File: config.mk
export PLATFORM = sky130hd
export DESIGN_NAME = dmwbc_ram
export DESIGN_NICKNAME = d
export VERILOG_FILES = /design/src/rtl/dmwbc_ram.sv
export SDC_FILE = /design/constraint.sdc
export NUM_CORES = 1
export LEC_CHECK = 0
export BUFFER_PORTS_ARGS = -buffer_cell sky130_fd_sc_hd__buf_2
export CAP_MARGIN = 40
export CORE_ASPECT_RATIO = 2
export CORE_MARGIN = 1.5
export CORE_UTILIZATION = 30
export DETAILED_ROUTE_END_ITERATION = 12
export SETUP_SLACK_MARGIN = 0.1
export SKIP_CTS_REPAIR_TIMING = 1
export SYNTH_ARGS = -nofsm -noshare
export SYNTH_HDL_FRONTEND = slang
export SYNTH_SLANG_ARGS = --single-unit
File: constraint.sdc
create_clock -name clock -period 2.4 [get_ports clock]
set_clock_uncertainty 0.05 [all_clocks]
set_input_delay 0.36 -clock clock [delete_from_list [all_inputs] [get_ports clock]]
set_output_delay 0.36 -clock clock [all_outputs]
set_load 0.005 [all_outputs]
File: src/rtl/dmwbc_ram.sv
// dmwbc_ram: generic single-write, single-read synchronous ram with a
// registered read port; no dependencies
module dmwbc_ram #(
   parameter int WIDTH = 8,
   parameter int DEPTH = 64
) (
   input  logic                     clock,
   input  logic                     wr_en,
   input  logic [$clog2(DEPTH)-1:0] wr_addr,
   input  logic [WIDTH-1:0]         wr_data,
   input  logic [$clog2(DEPTH)-1:0] rd_addr,
   output logic [WIDTH-1:0]         rd_data
);

   logic [WIDTH-1:0] mem_ff [DEPTH];
   logic [WIDTH-1:0] rd_data_ff;

   always_ff @(posedge clock) begin
      if (wr_en) begin
         mem_ff[wr_addr] <= wr_data;
      end
      rd_data_ff <= mem_ff[rd_addr];
   end

   assign rd_data = rd_data_ff;

endmodule

==> results <==
- Across all setup checks in the final design, the least slack found is 0.2048 ns.
- On the critical path, the stage with the largest delay is an instance of sky130_fd_sc_hd__mux4_2.
- Clock tree synthesis inserted a total of 40 buffers.
- Synthesis instantiated 40 different standard cells from the library.
- The total via count in the routed design is just under 10000.
- The leakage power is 7.570 nW.
- The internal reg-to-reg setup slack is slightly above 0.2 ns.
- The cell at the root of the clock tree is sky130_fd_sc_hd__clkbuf_16.
- Setup repair after global routing left no endpoint under its margin.
- The number of pins with negative max-slew slack in the final report is 0.
- The cell count after synthesis came out at between 900 and 1000.
- The top cell types in the final layout, fill and taps aside, are 512 x sky130_fd_sc_hd__edfxtp_1, 141 x sky130_fd_sc_hd__buf_4, 126 x sky130_fd_sc_hd__mux4_2, 83 x sky130_fd_sc_hd__nor2_1, 41 x sky130_fd_sc_hd__clkbuf_16.
- The power density over cell area is roughly 760 mW/mm^2.
- The origin of the worst setup path is mem_ff[29][6].
- The required time reported for the critical path endpoint is approximately 2.8 ns.
- The max-cap check violation count is 0.
- The pre-CTS setup slack is -0.2241 ns.
- Before antenna repair, the detailed router went through 5 iterations.
- The kind of path behind the tightest hold check is input pin to register.
- The post-route DRC violation count is 0.
- The kind of start point of the critical path is a register.
- Following the worst setup path forward leads to its endpoint at rd_data[6].
- The routability congestion estimate from global placement is 0.8353.
- Yosys printed 0 warnings.
- Of all nets on the critical path, the largest fanout is 1.
- In the global route stage, met1 resource usage came out at a little over an eighth.
- For this run, global-route usage on met3 was measured as 1.850%.
- The worst setup path category is register to register.
- The startpoint identified for the worst register-to-register timing path is mem_ff[29][6].
- The via count of the first global-routing pass is approximately 11000.
- The number of antenna violations at the first check in global routing was 9.
- The y dimension of the die is 369.7 um.
- For this block, the routed nets add up to 49450 um of wire.
- The die area is about 0.069 mm^2.
- The number of vias per cell after detailed routing is about 4.8.
- For the pin with the worst max-slew slack, the measured transition is ~0.73 ns.
- Once detail routing completed, the nets flagged for antenna violations numbered 0.
- The number of I/O pins is 30.
- The highest cell delay on the worst timing path is 0.46 ns.
- The port buffer count is 29.
- For the finished layout, the period the worst path requires is roughly 2.2 ns.
- After filler insertion, the fill cell instance count of the layout stands at a little over 6000.
- The endpoint kind of the worst setup timing path is a register.
- For this block, the initial DRC count from the detailed router was around 810.
- The synthesized netlist occupies a cell area of 0.02017 mm^2.
- The clock insertion delay at the later pin of the skew report is 0.56 ns.
- The met2 track demand over resource is 30.29%.
- The layout-stage area growth over the synthesis result is 18.01%.
- Cells fill around 36% of the core in the end.
- The final worst-path cycle share is 91.47%.
- Timing would allow up to around 460 MHz.
- Once detailed placement completed, the half-perimeter wirelength came to about 35000 um.
- Traced cell by cell, the critical path runs through mux4_2, mux2_2, o221a_2, nor3_1, o32ai_1.
- The CTS tree is yes.
- The horizontal die dimension is 186.3 um.
- Dividing the synthesized area by the synthesized cell count gives between 20 and 25 um^2.
- The number of register bits inferred by synthesis is 520.
- The placeable core region is around 0.067 mm^2.
- In this run the most used layer during global routing was met2.
- The number of nets in the finished design is between 1000 and 1500.
- The initial core utilization is 30.30%.
- In this run the tightest slew margin relative to its limit is between 50% and 60%.
- The share of final-layout standard cells stronger than drive strength 1 is between 30 and 40%.
- The sequential fraction of the synthesis area is 77.03%.
- The critical path depth is 5.
- The path depth of the worst reg2reg path is 5.
- The capture instance of the worst register-to-register path is rd_data[6].
- The first global-routing pass estimated ~73000 um of wire.
- In this run the number of H-tree levels came out at 2.
- The run finished with clean final reports.
- Entering global routing, the biggest net connects 65 pins.
- No sink is reached through more buffers than the 3 on the longest clock path.
- The number of hold violations in the final report came to 0.
- Clock-pin slew was measured on the worst setup and hold paths at 0.07 ns.
- In the final routed layout, each cell accounts on average for 24.43 um.
- IR analysis of the VDD net gives a maximum drop of 0.0005590 V.
- The net count after synthesis is between 900 and 1000.
- STA puts the critical path data arrival time at 2.57 ns.
- The number of clock sinks seen by CTS is 520.
- After global routing the overflow that remains totals 0.
- Setup violations remaining at the end of the flow were counted as 0.
- The worst path buffer plus inverter count is 0.
- The most common library cell in the layout ignoring fill and taps is sky130_fd_sc_hd__edfxtp_1.
- The global-route usage over all layers is 14.65%.
- Adding up every negative setup slack in the final design gives 0 ns.
- The number of rows in the core area is between 100 and 150.
- The cell family with the largest share of critical-path delay is multiplexers.
==> cell families after synthesis <==
kind of cell           Yosys count  share of synthesized area (%)
DFF                            520                          77.03
muxes                          162                          15.94
buffers and inverters           51                          1.570
and+or+nand+nor                153                          3.387
AOI/OAI and AO/OA               54                          2.072
==> power by group <==
part | internal, mW | total, mW | switching [mW]
clock network | 3.97 | 6.99 | 3.02
logic | 0.449 | 1.07 | 0.626
registers | 10.0 | 10.1 | 0.0239
==> metal layers <==
layer	wire length [um]	vias to the layer above	share of wire, %
met2	29540	246	60
met5	81	-	0.16
met3	1662	94	3.4
met1	15600	5178	32
li1	-	4252	-
met4	2564	12	5.2
==> final cells by class <==
class | count | area (um^2) | share of cell area, %
clock inverters | 18 | 267.8 | 1.125
multi-input cells | 369 | 4315 | 18.13
diodes | 1 | 2.502 | 0.01051
repair buffers | 182 | 1483 | 6.230
flip-flops and latches | 520 | 15530 | 65.28
clock buffers | 50 | 1090 | 4.579
well taps | 884 | 1106 | 4.647
==> sequential cells by signal, indices dropped and copies added (netlist names) <==
register / flops
mem_ff: 512
rd_data: 8
==> synthesized netlist by cell type <==
| cell | count | area (um^2) |
|---|---|---|
| sky130_fd_sc_hd__edfxtp_1 | 512 | 15370 |
| sky130_fd_sc_hd__mux4_2 | 126 | 2838 |
| sky130_fd_sc_hd__nor2_1 | 83 | 311.6 |
| sky130_fd_sc_hd__mux2i_1 | 23 | 230.2 |
| sky130_fd_sc_hd__nand2_1 | 19 | 71.32 |
| sky130_fd_sc_hd__clkbuf_1 | 17 | 63.81 |
| sky130_fd_sc_hd__nor2b_1 | 14 | 87.58 |
| sky130_fd_sc_hd__buf_4 | 13 | 97.59 |
| sky130_fd_sc_hd__mux2_2 | 13 | 146.4 |
| sky130_fd_sc_hd__nand3_1 | 13 | 65.06 |
| sky130_fd_sc_hd__buf_2 | 11 | 55.05 |
| sky130_fd_sc_hd__dfxtp_1 | 8 | 160.2 |
| sky130_fd_sc_hd__o221ai_1 | 8 | 70.07 |
| sky130_fd_sc_hd__o22ai_1 | 8 | 50.05 |
| sky130_fd_sc_hd__nand2b_1 | 7 | 43.79 |
| sky130_fd_sc_hd__nor3_1 | 7 | 35.03 |
| sky130_fd_sc_hd__a221oi_1 | 6 | 52.55 |
| sky130_fd_sc_hd__a211oi_1 | 4 | 30.03 |
| sky130_fd_sc_hd__buf_1 | 4 | 15.01 |
| sky130_fd_sc_hd__buf_6 | 4 | 45.04 |
| sky130_fd_sc_hd__a21oi_1 | 3 | 15.01 |
| sky130_fd_sc_hd__a22oi_1 | 3 | 22.52 |
| sky130_fd_sc_hd__nand3b_1 | 3 | 22.52 |
| sky130_fd_sc_hd__o2111ai_1 | 3 | 26.28 |
| sky130_fd_sc_hd__o2bb2ai_1 | 3 | 26.28 |
| sky130_fd_sc_hd__a2111oi_0 | 2 | 17.52 |
| sky130_fd_sc_hd__buf_12 | 2 | 40.04 |
| sky130_fd_sc_hd__nand4_1 | 2 | 12.51 |
| sky130_fd_sc_hd__nor4_1 | 2 | 12.51 |
| sky130_fd_sc_hd__o21a_1 | 2 | 15.01 |
| sky130_fd_sc_hd__o21ai_0 | 2 | 10.01 |
| sky130_fd_sc_hd__o21ai_1 | 2 | 10.01 |
| sky130_fd_sc_hd__o221a_2 | 2 | 22.52 |
| sky130_fd_sc_hd__o32ai_1 | 2 | 17.52 |
| sky130_fd_sc_hd__o41ai_1 | 2 | 17.52 |
| sky130_fd_sc_hd__a31oi_1 | 1 | 6.260 |
| sky130_fd_sc_hd__and2_1 | 1 | 6.260 |
| sky130_fd_sc_hd__nand4b_1 | 1 | 8.760 |
| sky130_fd_sc_hd__o311ai_1 | 1 | 8.760 |
| sky130_fd_sc_hd__or3_1 | 1 | 6.260 |
==> worst register-to-register path: stages, from the launching register on <==
cell and delay [ns]:
sky130_fd_sc_hd__edfxtp_1 0.38, sky130_fd_sc_hd__mux4_2 0.46, sky130_fd_sc_hd__mux2_2 0.30, sky130_fd_sc_hd__o221a_2 0.33, sky130_fd_sc_hd__nor3_1 0.40, sky130_fd_sc_hd__o32ai_1 0.15
==> stage by stage <==
step,cells,hold slack (ns),cell area [um^2],total power [mW]
floorplan,940,0.4089,20170,10.80
global placement,1955,0.7239,22440,11.35
detailed placement,1955,0.7238,22440,11.37
CTS,2023,0.1813,23800,18.30
global route,2024,0.1989,23800,18.61
finish,2024,0.2003,23800,18.13
==> worst min-delay path by stage <==
| stage | depth (start not counted) | to | startpoint | slack (ns) |
|---|---|---|---|---|
| 6_report | 3 | rd_data[2] | rd_addr[5] | 0.20 |
| 5_1_grt | 3 | rd_data[2] | rd_addr[5] | 0.20 |
| 4_1_cts | 3 | rd_data[2] | rd_addr[5] | 0.18 |
| 3_5_place_dp | 1 | rd_data[7] | rd_data[7] | 0.72 |
| 3_3_place_gp | 1 | rd_data[7] | rd_data[7] | 0.72 |
| 2_1_floorplan | 0 | mem_ff[0][0] | wr_data[0] | 0.41 |
No activity file was read; power rests on OpenSTA's default activity.
